[src/rtl/slnt_pkg.sv]
package slnt_pkg;

  localparam int TABLE_DEPTH_DEF = 64;
  localparam int KEY_W           = 16;
  localparam int PAY_W           = 16;
  localparam int ENTRY_W         = KEY_W + PAY_W;

  typedef enum logic [2:0] {
    MODE_INSERT = 3'd0,
    MODE_DELETE = 3'd1,
    MODE_FIND   = 3'd2,
    MODE_LOWER  = 3'd3,
    MODE_READ   = 3'd4
  } mode_t;

  typedef enum logic [1:0] {
    STAT_OK        = 2'd0,
    STAT_FULL      = 2'd1,
    STAT_NOT_FOUND = 2'd2,
    STAT_BAD_INDEX = 2'd3
  } status_t;

  typedef enum logic [2:0] {
    S_IDLE,
    S_SCAN,
    S_UP,
    S_PUT,
    S_DOWN,
    S_READ,
    S_DONE
  } state_t;

endpackage

[src/rtl/slnt_req_if.sv]
interface slnt_req_if;
  logic        valid;
  logic        ready;
  logic [2:0]  mode;
  logic [15:0] line_key;
  logic [15:0] entry_payload;
  logic [5:0]  entry_index;

  modport source (output valid, mode, line_key, entry_payload, entry_index, input ready);
  modport sink   (input valid, mode, line_key, entry_payload, entry_index, output ready);
endinterface

[src/rtl/slnt_rsp_if.sv]
interface slnt_rsp_if;
  logic        valid;
  logic        ready;
  logic [1:0]  status;
  logic [6:0]  result_index;
  logic [15:0] result_key;
  logic [15:0] result_payload;
  logic [6:0]  entry_count;

  modport source (output valid, status, result_index, result_key, result_payload, entry_count,
                  input ready);
  modport sink   (input valid, status, result_index, result_key, result_payload, entry_count,
                  output ready);
endinterface

[src/rtl/sorted_line_number_table_top.sv]
// Handles one request at a time; the next request is taken once the result has been
// registered, which waits while an earlier result is still unaccepted. Cost is set by
// the table walk, one entry per cycle.
// Reset (synchronous, rst high) empties the table; stored entries are not cleared.
module sorted_line_number_table_top #(
  parameter int TABLE_DEPTH = slnt_pkg::TABLE_DEPTH_DEF
) (
  input  logic       clk,
  input  logic       rst,
  slnt_req_if.sink   req,
  slnt_rsp_if.source rsp
);
  import slnt_pkg::*;

  localparam int AW = $clog2(TABLE_DEPTH);

  logic               mem_we;
  logic [AW-1:0]      mem_waddr;
  logic [ENTRY_W-1:0] mem_wdata;
  logic [AW-1:0]      mem_raddr;
  logic [ENTRY_W-1:0] mem_rdata;

  slnt_mem #(
    .DEPTH (TABLE_DEPTH),
    .AW    (AW)
  ) u_mem (
    .clk   (clk),
    .we    (mem_we),
    .waddr (mem_waddr),
    .wdata (mem_wdata),
    .raddr (mem_raddr),
    .rdata (mem_rdata)
  );

  slnt_ctrl #(
    .DEPTH (TABLE_DEPTH),
    .AW    (AW)
  ) u_ctrl (
    .clk       (clk),
    .rst       (rst),
    .req       (req),
    .rsp       (rsp),
    .mem_we    (mem_we),
    .mem_waddr (mem_waddr),
    .mem_wdata (mem_wdata),
    .mem_raddr (mem_raddr),
    .mem_rdata (mem_rdata)
  );

endmodule

[src/rtl/slnt_mem.sv]
module slnt_mem #(
  parameter int DEPTH = slnt_pkg::TABLE_DEPTH_DEF,
  parameter int AW    = $clog2(DEPTH)
) (
  input  logic                       clk,
  input  logic                       we,
  input  logic [AW-1:0]              waddr,
  input  logic [slnt_pkg::ENTRY_W-1:0] wdata,
  input  logic [AW-1:0]              raddr,
  output logic [slnt_pkg::ENTRY_W-1:0] rdata
);
  import slnt_pkg::*;

  logic [ENTRY_W-1:0] mem [DEPTH];

  always_ff @(posedge clk) begin
    if (we) begin
      mem[waddr] <= wdata;
    end
  end

  always_ff @(posedge clk) begin
    rdata <= mem[raddr];
  end

endmodule

[src/rtl/slnt_ctrl.sv]
module slnt_ctrl #(
  parameter int DEPTH = slnt_pkg::TABLE_DEPTH_DEF,
  parameter int AW    = $clog2(DEPTH)
) (
  input  logic                         clk,
  input  logic                         rst,
  slnt_req_if.sink                     req,
  slnt_rsp_if.source                   rsp,
  output logic                         mem_we,
  output logic [AW-1:0]                mem_waddr,
  output logic [slnt_pkg::ENTRY_W-1:0] mem_wdata,
  output logic [AW-1:0]                mem_raddr,
  input  logic [slnt_pkg::ENTRY_W-1:0] mem_rdata
);
  import slnt_pkg::*;

  localparam int CW = $clog2(DEPTH + 1);

  state_t           state, state_next;
  logic [CW-1:0]    count, count_next;
  logic [CW-1:0]    ptr, ptr_next;
  logic [CW-1:0]    pos, pos_next;
  logic [2:0]       mode_r, mode_next;
  logic [KEY_W-1:0] key_r, key_next;
  logic [PAY_W-1:0] pay_r, pay_next;

  status_t          res_status, res_status_next;
  logic [CW-1:0]    res_index, res_index_next;
  logic [KEY_W-1:0] res_key, res_key_next;
  logic [PAY_W-1:0] res_pay, res_pay_next;

  logic             out_valid, out_valid_next;
  status_t          out_status, out_status_next;
  logic [6:0]       out_index, out_index_next;
  logic [KEY_W-1:0] out_key, out_key_next;
  logic [PAY_W-1:0] out_pay, out_pay_next;
  logic [6:0]       out_count, out_count_next;

  logic [KEY_W-1:0] rd_key;
  logic             idx_bad;
  logic             hit;

  assign rd_key  = mem_rdata[ENTRY_W-1:PAY_W];
  assign idx_bad = 32'(req.entry_index) >= 32'(count);
  assign hit     = (mode_r == MODE_FIND) ? (rd_key == key_r) : (rd_key >= key_r);

  assign req.ready          = (state == S_IDLE);
  assign rsp.valid          = out_valid;
  assign rsp.status         = out_status;
  assign rsp.result_index   = out_index;
  assign rsp.result_key     = out_key;
  assign rsp.result_payload = out_pay;
  assign rsp.entry_count    = out_count;

  always_comb begin
    state_next      = state;
    count_next      = count;
    ptr_next        = ptr;
    pos_next        = pos;
    mode_next       = mode_r;
    key_next        = key_r;
    pay_next        = pay_r;
    res_status_next = res_status;
    res_index_next  = res_index;
    res_key_next    = res_key;
    res_pay_next    = res_pay;
    out_valid_next  = out_valid & ~rsp.ready;
    out_status_next = out_status;
    out_index_next  = out_index;
    out_key_next    = out_key;
    out_pay_next    = out_pay;
    out_count_next  = out_count;
    mem_we          = 1'b0;
    mem_waddr       = AW'(ptr);
    mem_wdata       = mem_rdata;
    mem_raddr       = '0;

    case (state)
      S_IDLE: begin
        // read issued now so data is ready on the first working cycle
        mem_raddr = AW'(req.entry_index);
        if (req.valid) begin
          mode_next       = req.mode;
          key_next        = req.line_key;
          pay_next        = req.entry_payload;
          ptr_next        = '0;
          res_status_next = STAT_OK;
          res_index_next  = '0;
          res_key_next    = '0;
          res_pay_next    = '0;
          case (req.mode)
            MODE_INSERT: begin
              mem_raddr = '0;
              if (count == CW'(DEPTH)) begin
                res_status_next = STAT_FULL;
                state_next      = S_DONE;
              end else begin
                state_next = S_SCAN;
              end
            end
            MODE_DELETE: begin
              if (idx_bad) begin
                res_status_next = STAT_BAD_INDEX;
                state_next      = S_DONE;
              end else begin
                ptr_next   = CW'(req.entry_index);
                mem_raddr  = AW'(CW'(req.entry_index) + CW'(1));
                state_next = S_DOWN;
              end
            end
            MODE_FIND, MODE_LOWER: begin
              mem_raddr  = '0;
              state_next = S_SCAN;
            end
            MODE_READ: begin
              if (idx_bad) begin
                res_status_next = STAT_BAD_INDEX;
                state_next      = S_DONE;
              end else begin
                state_next = S_READ;
              end
            end
            default: begin
              state_next = S_DONE;
            end
          endcase
        end
      end

      S_SCAN: begin
        // data in hand is entry ptr; fetch ptr+1 speculatively
        mem_raddr = AW'(ptr + CW'(1));
        if (ptr == count || hit) begin
          case (mode_r)
            MODE_FIND: begin
              if (ptr == count) begin
                res_status_next = STAT_NOT_FOUND;
              end else begin
                res_index_next = ptr;
              end
              state_next = S_DONE;
            end
            MODE_LOWER: begin
              res_index_next = ptr;
              state_next     = S_DONE;
            end
            default: begin
              pos_next       = ptr;
              res_index_next = ptr;
              ptr_next       = count;
              mem_raddr      = AW'(count - CW'(1));
              state_next     = S_UP;
            end
          endcase
        end else begin
          ptr_next = ptr + CW'(1);
        end
      end

      S_UP: begin
        // ptr is the slot to fill; entry ptr-1 is in hand, ptr-2 fetched next
        if (ptr > pos) begin
          mem_we     = 1'b1;
          mem_raddr  = AW'(ptr - CW'(2));
          ptr_next   = ptr - CW'(1);
        end else begin
          state_next = S_PUT;
        end
      end

      S_PUT: begin
        mem_we     = 1'b1;
        mem_waddr  = AW'(pos);
        mem_wdata  = {key_r, pay_r};
        count_next = count + CW'(1);
        state_next = S_DONE;
      end

      S_DOWN: begin
        // ptr is the slot to fill; entry ptr+1 is in hand, ptr+2 fetched next
        if (ptr + CW'(1) < count) begin
          mem_we       = 1'b1;
          mem_raddr    = AW'(ptr + CW'(2));
          ptr_next     = ptr + CW'(1);
        end else begin
          count_next = count - CW'(1);
          state_next = S_DONE;
        end
      end

      S_READ: begin
        res_key_next = rd_key;
        res_pay_next = mem_rdata[PAY_W-1:0];
        state_next   = S_DONE;
      end

      S_DONE: begin
        if (!out_valid || rsp.ready) begin
          out_valid_next  = 1'b1;
          out_status_next = res_status;
          out_index_next  = 7'(res_index);
          out_key_next    = res_key;
          out_pay_next    = res_pay;
          out_count_next  = 7'(count);
          state_next      = S_IDLE;
        end
      end

      default: begin
        state_next = S_IDLE;
      end
    endcase
  end

  always_ff @(posedge clk) begin
    if (rst) begin
      state     <= S_IDLE;
      count     <= '0;
      out_valid <= 1'b0;
    end else begin
      state     <= state_next;
      count     <= count_next;
      out_valid <= out_valid_next;
    end
  end

  always_ff @(posedge clk) begin
    ptr        <= ptr_next;
    pos        <= pos_next;
    mode_r     <= mode_next;
    key_r      <= key_next;
    pay_r      <= pay_next;
    res_status <= res_status_next;
    res_index  <= res_index_next;
    res_key    <= res_key_next;
    res_pay    <= res_pay_next;
    out_status <= out_status_next;
    out_index  <= out_index_next;
    out_key    <= out_key_next;
    out_pay    <= out_pay_next;
    out_count  <= out_count_next;
  end

endmodule
[src/flat_wrapper.sv]
// flat-port wrapper written by rule: the top's interface ports become plain ports
module sorted_line_number_table_top_flat import slnt_pkg::*;
#(
  parameter int TABLE_DEPTH = slnt_pkg::TABLE_DEPTH_DEF
)
  (clk, rst, req_valid, req_mode, req_line_key, req_entry_payload, req_entry_index, req_ready, rsp_valid, rsp_status, rsp_result_index, rsp_result_key, rsp_result_payload, rsp_entry_count, rsp_ready);
  slnt_req_if req_i ();
  slnt_rsp_if rsp_i ();
  input  logic clk;
  input  logic rst;
  input wire logic [$bits(req_i.valid)-1:0] req_valid;
  input wire logic [$bits(req_i.mode)-1:0] req_mode;
  input wire logic [$bits(req_i.line_key)-1:0] req_line_key;
  input wire logic [$bits(req_i.entry_payload)-1:0] req_entry_payload;
  input wire logic [$bits(req_i.entry_index)-1:0] req_entry_index;
  output wire logic [$bits(req_i.ready)-1:0] req_ready;
  output wire logic [$bits(rsp_i.valid)-1:0] rsp_valid;
  output wire logic [$bits(rsp_i.status)-1:0] rsp_status;
  output wire logic [$bits(rsp_i.result_index)-1:0] rsp_result_index;
  output wire logic [$bits(rsp_i.result_key)-1:0] rsp_result_key;
  output wire logic [$bits(rsp_i.result_payload)-1:0] rsp_result_payload;
  output wire logic [$bits(rsp_i.entry_count)-1:0] rsp_entry_count;
  input wire logic [$bits(rsp_i.ready)-1:0] rsp_ready;
  assign req_i.valid = req_valid;
  assign req_i.mode = req_mode;
  assign req_i.line_key = req_line_key;
  assign req_i.entry_payload = req_entry_payload;
  assign req_i.entry_index = req_entry_index;
  assign req_ready = req_i.ready;
  assign rsp_valid = rsp_i.valid;
  assign rsp_status = rsp_i.status;
  assign rsp_result_index = rsp_i.result_index;
  assign rsp_result_key = rsp_i.result_key;
  assign rsp_result_payload = rsp_i.result_payload;
  assign rsp_entry_count = rsp_i.entry_count;
  assign rsp_i.ready = rsp_ready;
  sorted_line_number_table_top #(.TABLE_DEPTH(TABLE_DEPTH)) u_core (.clk(clk), .rst(rst), .req(req_i), .rsp(rsp_i));
endmodule
[config.mk]
export PLATFORM = sky130hd
export DESIGN_NAME = sorted_line_number_table_top_flat
export DESIGN_NICKNAME = d
export VERILOG_FILES = /design/src/rtl/slnt_pkg.sv /design/src/rtl/slnt_req_if.sv /design/src/rtl/slnt_rsp_if.sv /design/src/rtl/sorted_line_number_table_top.sv /design/src/rtl/slnt_mem.sv /design/src/rtl/slnt_ctrl.sv /design/src/flat_wrapper.sv
export SDC_FILE = /design/constraint.sdc
export NUM_CORES = 2
export LEC_CHECK = 0
export BUFFER_PORTS_ARGS = -buffer_cell sky130_fd_sc_hd__buf_2
export CAP_MARGIN = 20
export CORE_MARGIN = 2
export CORE_UTILIZATION = 31
export DETAILED_ROUTE_END_ITERATION = 16
export GPL_TIMING_DRIVEN = 0
export HOLD_SLACK_MARGIN = 0.06
export SKIP_LAST_GASP = 1
export SYNTH_ARGS = -nofsm -noshare
export SYNTH_HDL_FRONTEND = slang
export SYNTH_SLANG_ARGS = --single-unit
[constraint.sdc]
create_clock -name clk -period 8.1 [get_ports clk]
set_input_delay 0.405 -clock clk [delete_from_list [all_inputs] [get_ports clk]]
set_output_delay 0.405 -clock clk [all_outputs]
set_load 0.005 [all_outputs]
; Word level (Yosys, flattened, before mapping)
; Memory sizes are Yosys's and may differ from the RTL's. A register that Yosys moved wholly into a read port is not among the register bits.
; Index checks and enable logic that the tools add are counted.
[word_totals]
output_inout_bits = 50
wordCells = 136
reg_bits = 149
inputBits = 45
ramBits = 2048
mem_count = 1
[mem_list]
columns = memory, depth, word_bits, read_ports, rd_ports_with_merged_regs, wr, line_no
row1 = u_core.u_mem.mem, 64, 32, 1, 1, 1, slnt_mem.sv:14  ; logic [ENTRY_W-1:0] mem [DEPTH];
[classes]
n_bitwise = 3
muxes = 55
reduce_logical = 23
add_sub_neg = 7
order_cmp = 4
n_eq_ne = 26
[ops]
columns = cell, n
row1 = two-way mux 7 bit, 10
row2 = one-hot mux 16 bit (2 select lines), 2
row3 = two-way mux 6 bit, 9
row4 = two-way mux 32 bit, 1
row5 = one-hot mux 7 bit (2 select lines), 2
row6 = one-hot mux 7 bit (4 select lines), 1
row7 = one-hot mux 6 bit (4 select lines), 1
row8 = two-way mux 3 bit, 7
row9 = equality test 3 x 2 -> 1 bit (second input constant), 6
row10 = inequality test 2 bit (second input constant), 9
row11 = one-hot mux 3 bit (6 select lines), 1
row12 = equality test 16 bit, 1
row13 = greater-or-equal comparator 16 bit, 1
row14 = two-way mux 16 bit, 1
row15 = AND reduction 5 bit, 3
row16 = adder 7 x 1 -> 7 bit (second input constant), 2
row17 = two-way mux 2 bit, 7
row18 = subtractor 7 x 1 -> 7 bit (second input constant), 2
row19 = equality test 3 bit (second input constant), 4
row20 = one-hot mux 3 bit (4 select lines), 1
row21 = one-hot mux 6 bit (2 select lines), 1
row22 = two-way mux 1 bit, 8
row23 = one-hot mux 2 bit (2 select lines), 2
row24 = AND reduction 2 bit, 4
row25 = other kinds (22), 32

; Logic depth before layout (Yosys ltp)
[logic_depth]
ltp_word = 6
mapped_depth = 22
ltp_nobuf = 17

; Hierarchy
; Synthesis repeated with hierarchy kept, for this count alone.
[unflattened]
cells_unflattened = 4185
hier_area_um2 = 86656.9
[modules_own_cells]
columns = mod, seq_area_each_um2, area_each_um2, n_inst, cells_per_inst
row1 = slnt_mem, 62139.6, 78724.3, 1, 3503
row2 = slnt_ctrl, 4364.2, 7932.6, 1, 682

; Worst setup path before layout
; No wires, ideal clock.
[synth_timing]
kind = register to register
startpoint = reg u_core.u_ctrl.state[1]
endpoint = mem u_core.u_mem.mem[0][17] (netlist name), data pin
t_arrival_ns = 4.056
path_slack_ns = 3.342
path_stages_with_launch = 7
path_buffers = 4
synth_period_minus_slack_ns = 4.758
setup_time_ns = 0.702
required_ns = 7.398
cell_sequence = dfxtp_1 clkbuf_1 nand2_1 clkbuf_1 buf_1 clkbuf_1 o21ai_0
[synth_via]
elab_chain_cells = 2
[synth_lines]
columns = item, line_no
row1 = start: declaration, slnt_ctrl.sv:19  ; state_t state, state_next;
row2 = start signal: assignment, slnt_ctrl.sv:221  ; state <= state_next;
row3 = equality test 3 x 2 -> 1 bit, slnt_ctrl.sv:78  ; case (state)
row4 = two-way mux 32 bit, slnt_ctrl.sv:78
row5 = named net u_core.mem_wdata[17], sorted_line_number_table_top.sv:19  ; logic [ENTRY_W-1:0] mem_wdata;
row6 = end: declaration, slnt_mem.sv:14
; The timed path passes the listed nets, and every way through them passes these cells.

; Final worst setup path
[layout_timing]
startpoint = reg u_core.u_ctrl.ptr[0]
endpoint = reg u_core.u_mem.rdata[11] (netlist name), read port of u_core.u_mem.mem
[layout_via]
elab_chain_cells = 4
elab_cells_between_ends = 12
cone_classes = add/sub (3) / order compare (2) / eq/ne (1) / mux (5) / reduce/logical (1)
[layout_lines]
columns = item, line_no
row1 = start: declaration, slnt_ctrl.sv:21  ; logic [CW-1:0] ptr, ptr_next;
row2 = start signal: assignment, slnt_ctrl.sv:228  ; ptr <= ptr_next;
row3 = adder 7 x 1 -> 7 bit / equality test 7 bit (equally long branches), "slnt_ctrl.sv:181, slnt_ctrl.sv:133"
row4 = < comparator 7 bit (tied with other cells), slnt_ctrl.sv:181  ; if (ptr + CW'(1) < count) begin
row5 = two-way mux 6 bit (on tied branches), "slnt_ctrl.sv:181, slnt_ctrl.sv:133"
row6 = one-hot mux 6 bit (4 select lines) (*), slnt_ctrl.sv:78
row7 = end: declaration, slnt_mem.sv:10  ; output logic [slnt_pkg::ENTRY_W-1:0] rdata
; Every way passes the cells marked *; elsewhere a longest branch is shown, timed or not.
; A chain may end at the register's enable or synchronous reset.

==> results.tsv <==
stage	metric	value	unit
cells_and_area	nNetsFinal	6813	
synthesis	syn_inst	6249	
floorplanning	ioPinCount	95	
clock_network	htree_levels	4	
synthesis	synth_top_area_share	73.8	%
clock_network	path_clk_slew	0.06	ns
worst_setup_path	r2r_setup_slack	0.17	ns
worst_setup_path	cp_top_family	compound AO/OA/AOI/OAI gates	
cells_and_area	drive_gt1_share	12.1	%
global_route	grt_pass1_vias	54399	
clock_network	cts_buffer_depth	3	
worst_setup_path	cp_max_fo	10	
synthesis	syn_avg_cell_area	14.2	um2
synthesis	synth-adder-area-share	0.633	%
synthesis	synth_flop_cell	edfxtp_1	
placed_design	dp_hpwl	205	mm
cells_and_area	area_growth	17.8	%
clock_network	clk_latency	0.92	ns
global_route	grt_use_total	19.5	%
worst_setup_path	cp-start-kind	flop	
worst_setup_path	worstSetupPathType	flop to flop	
worst_setup_path	reg2reg_depth	18	
worst_setup_path	critPathCaptureType	flop	
routing	drt-vias-per-instance	5.35	
placed_design	io_buffer_count	94	
sta	slew_viol_final	0	
floorplanning	rows	196	
sta	setup_viol	0	
routing	dr.first_iter.drc_count	8638	
routing	vias	57113	
routing	routed_wl	292	mm
global_route	grt_overflow	0	
synthesis	syn_nets	6339	
synthesis	yosys_warnings	0	
worst_hold_path	hold_depth	3	
worst_setup_path	path_cells	clkbuf_1 -> inv_1 -> ha_1 -> ha_1 -> nor2b_1 -> o2111ai_1 -> a31oi_1 -> o21ai_0 -> a221oi_2 -> nand2_1 -> buf_2 -> nor3_4 -> buf_6 -> buf_2 -> nand3_1 -> and4b_1 -> o22ai_1 -> nand4_1	
global_route	grt_max_degree	65	
sta	whs	0.127	ns
floorplanning	initial_core_util	31.2	%
synthesis	yosys.area.top_type	edfxtp_1	
sta	period_minus_slack	7.93	ns
routing	remaining_drc_errors	0	
clock_network	cts_buffers	219	
synthesis	synth_compound_area_share	4.72	%
synthesis	synth.area.mux_share	4.68	%
synthesis	synthSimpleGateAreaFrac	12.8	%
sta	fin_skew	0.0928	ns
synthesis	synth-xor-area-share	0.305	%
clock_network	postCtsSetupBuffers	0	
synthesis	ys_async_sr_fraction	0	%
sta	worstMarginPinSlew	1.28	ns
clock_network	cts_sinks	2229	
routing	ant_nets	0	
worst_setup_path	critPathSlowestCell	o22ai_1	
synthesis	synth.distinct_cells	72	
worst_setup_path	worstPathArrival	8.58	ns
floorplanning	fp.dieArea	291000	um2
worst_setup_path	r2r_start	u_core.u_ctrl.ptr[0]	
synthesis	synth_most_common_cell	edfxtp_1	
sta	rsz0062_at_grt	no	
clock_network	cts_tree	done	
sta	max_freq	0.126	GHz
sta	finalHoldViolations	0	
synthesis	synth_edf_count	2186	
synthesis	synth.area.top_cells	edfxtp_1, nand2_1, mux2i_1	
run_status	outcome	complete, no violations	
synthesis	synth_top_family_by_area	simple AND/OR/NAND/NOR gates	
worst_hold_path	hold_class	input port to flop	
worst_hold_path	whs_endpoint	u_core.u_ctrl.ptr[2]	
routing	wl_per_cell	27.3	um
sta	relSlewSlack	14.5	%
worst_hold_path	holdCritStartpoint	req_entry_index[2]	
floorplanning	core_area	285000	um2
placed_design	place_congestion	0.992	
worst_setup_path	required	8.75	ns
job	cap_violations	0	
worst_setup_path	path_buf_inv	5	
synthesis	netlist_area	88900	um2
sta	fin_crit_sh	97.9	%
routing	firstDrtPassIters	5	
floorplanning	die_x	540	um
synthesis	synth_common_cells	edfxtp_1, nand2_1, nand3_1	
floorplanning	die_y	540	um
synthesis	ys_ff_latch	2229	
global_route	antenna_found_initial	12	
synthesis	ys_seq_area_share	74.8	%
worst_setup_path	slowest_delay	0.85	ns
worst_setup_path	r2r-end	u_core.u_mem.rdata[11]	
clock_network	clock-root-buffer	clkbuf_16	
global_route	grt_pass1_wl	405	mm
[through the flow]
stage                TNS, ns  util, %  setup slack [ns]  instance area, um2  cells
detailed placement    -0.412     34.1            -0.302               97400  10221
global route               0     36.7             0.108              105000  10671
finish                     0     36.8             0.166              105000  10676
global placement    -2249.04     33.0             -4.09               94100  10105
floorplan                  0        -              3.34               88900   6249
CTS                        0     36.7             0.172              105000  10668
[state kept, by name (all words and copies together), names as in the netlist, 7 cells and up]
register / flops
u_core.u_ctrl.count: 7
u_core.u_ctrl.rsp.result_key: 16
u_core.u_ctrl.pay_r: 16
u_core.u_ctrl.res_index: 7
u_core.u_ctrl.ptr: 7
u_core.u_mem.rdata: 32
u_core.u_mem.mem: 2048
u_core.u_ctrl.key_r: 16
u_core.u_ctrl.res_key: 16
u_core.u_ctrl.res_pay: 16
u_core.u_ctrl.pos: 7
u_core.u_ctrl.rsp.result_index: 7
u_core.u_ctrl.rsp.result_payload: 16
u_core.u_ctrl.rsp.entry_count: 7
[worst register-to-register path, stage by stage, from the launching register on]
cell and delay, ns:
edfxtp_1 0.50, clkbuf_1 0.51, inv_1 0.36, ha_1 0.53, ha_1 0.33, nor2b_1 0.12, o2111ai_1 0.15, a31oi_1 0.58
o21ai_0 0.45, a221oi_2 0.82, nand2_1 0.17, buf_2 0.40, nor3_4 0.55, buf_6 0.23, buf_2 0.26, nand3_1 0.10
and4b_1 0.39, o22ai_1 0.85, nand4_1 0.44
[metal layers]
layer	share of wire [%]	track usage [%]	vias to the layer above	wire length, um
li1	-	-	24488	-
met1	39	26.0	28784	114000
met2	44	29.7	3232	129000
met3	11	3.79	605	30800
met4	6.1	10.8	4	17700
met5	0.010	0	-	30
[area by class of cell]
cell class / instances / area (um2)
diodes: 7 / 17.5
plain buffers: 391 / 1750
clock buffers: 279 / 5770
clock inverters: 126 / 1210
fillers: 26770 / 180000
inverters: 40 / 150
multi-input cells: 3589 / 21300
flip-flops and latches: 2229 / 66500
well taps: 3762 / 4710
repair buffers: 253 / 3420
[how the worst max path moves through the flow]
stage                            from                      end  slack (ns)  cells past startpoint
5_1_grt          u_core.u_ctrl.ptr[0]    u_core.u_mem.rdata[9]        0.11                     18
4_1_cts          u_core.u_ctrl.ptr[0]    u_core.u_mem.rdata[9]        0.17                     19
3_3_place_gp   u_core.u_ctrl.state[1]  u_core.u_mem.mem[4][18]       -4.09                      6
3_5_place_dp     u_core.u_ctrl.ptr[0]    u_core.u_mem.rdata[9]       -0.30                     18
2_1_floorplan  u_core.u_ctrl.state[1]  u_core.u_mem.mem[0][17]        3.34                      6
6_report         u_core.u_ctrl.ptr[0]   u_core.u_mem.rdata[11]        0.17                     18
[layout by cell type (no fill, tap or decap), drive strengths merged, types with 23 or more instances in the layout]
| cell type | n |
|---|---|
| dlygate4sd3 | 42 |
| and2 | 70 |
| nor3 | 51 |
| nand2 | 1360 |
| nor2 | 300 |
| o21ai | 82 |
| mux2i | 325 |
| ha | 45 |
| or4 | 33 |
| a21oi | 104 |
| o22ai | 34 |
| mux4 | 31 |
| o2111ai | 97 |
| a211o | 32 |
| nand4 | 171 |
| a211oi | 36 |
| buf | 402 |
| dfxtp | 43 |
| inv | 45 |
| xnor2 | 23 |
| and4b | 28 |
| a32oi | 66 |
| clkbuf | 479 |
| edfxtp | 2186 |
| a31o | 28 |
| nand3 | 479 |
| a31oi | 43 |
| clkinv | 105 |
[timing repair]
action,CTS,global route
hold buffers,42,0
hold endpoints to repair,48,0
endpoints found under the setup margin,3,6
gates resized for setup,2,3
gates cloned,0,0
[logic make-up (layout without fill, tap and decap cells)]
kind of cell               count (synthesis)  in the layout
and+or+nand+nor                         2554           2554
DFF                                     2229           2229
AOI/OAI and AO/OA                        584            584
buffers and inverters                    431           1089
muxes                                    375            375
adders and majority gates                 45             45
xor gates and xnor gates                  31             31
other                                      0              7
Power is left out: the tool's default activity adds up to more than one toggle a clock period on the data nets, which glitch-free logic cannot reach.
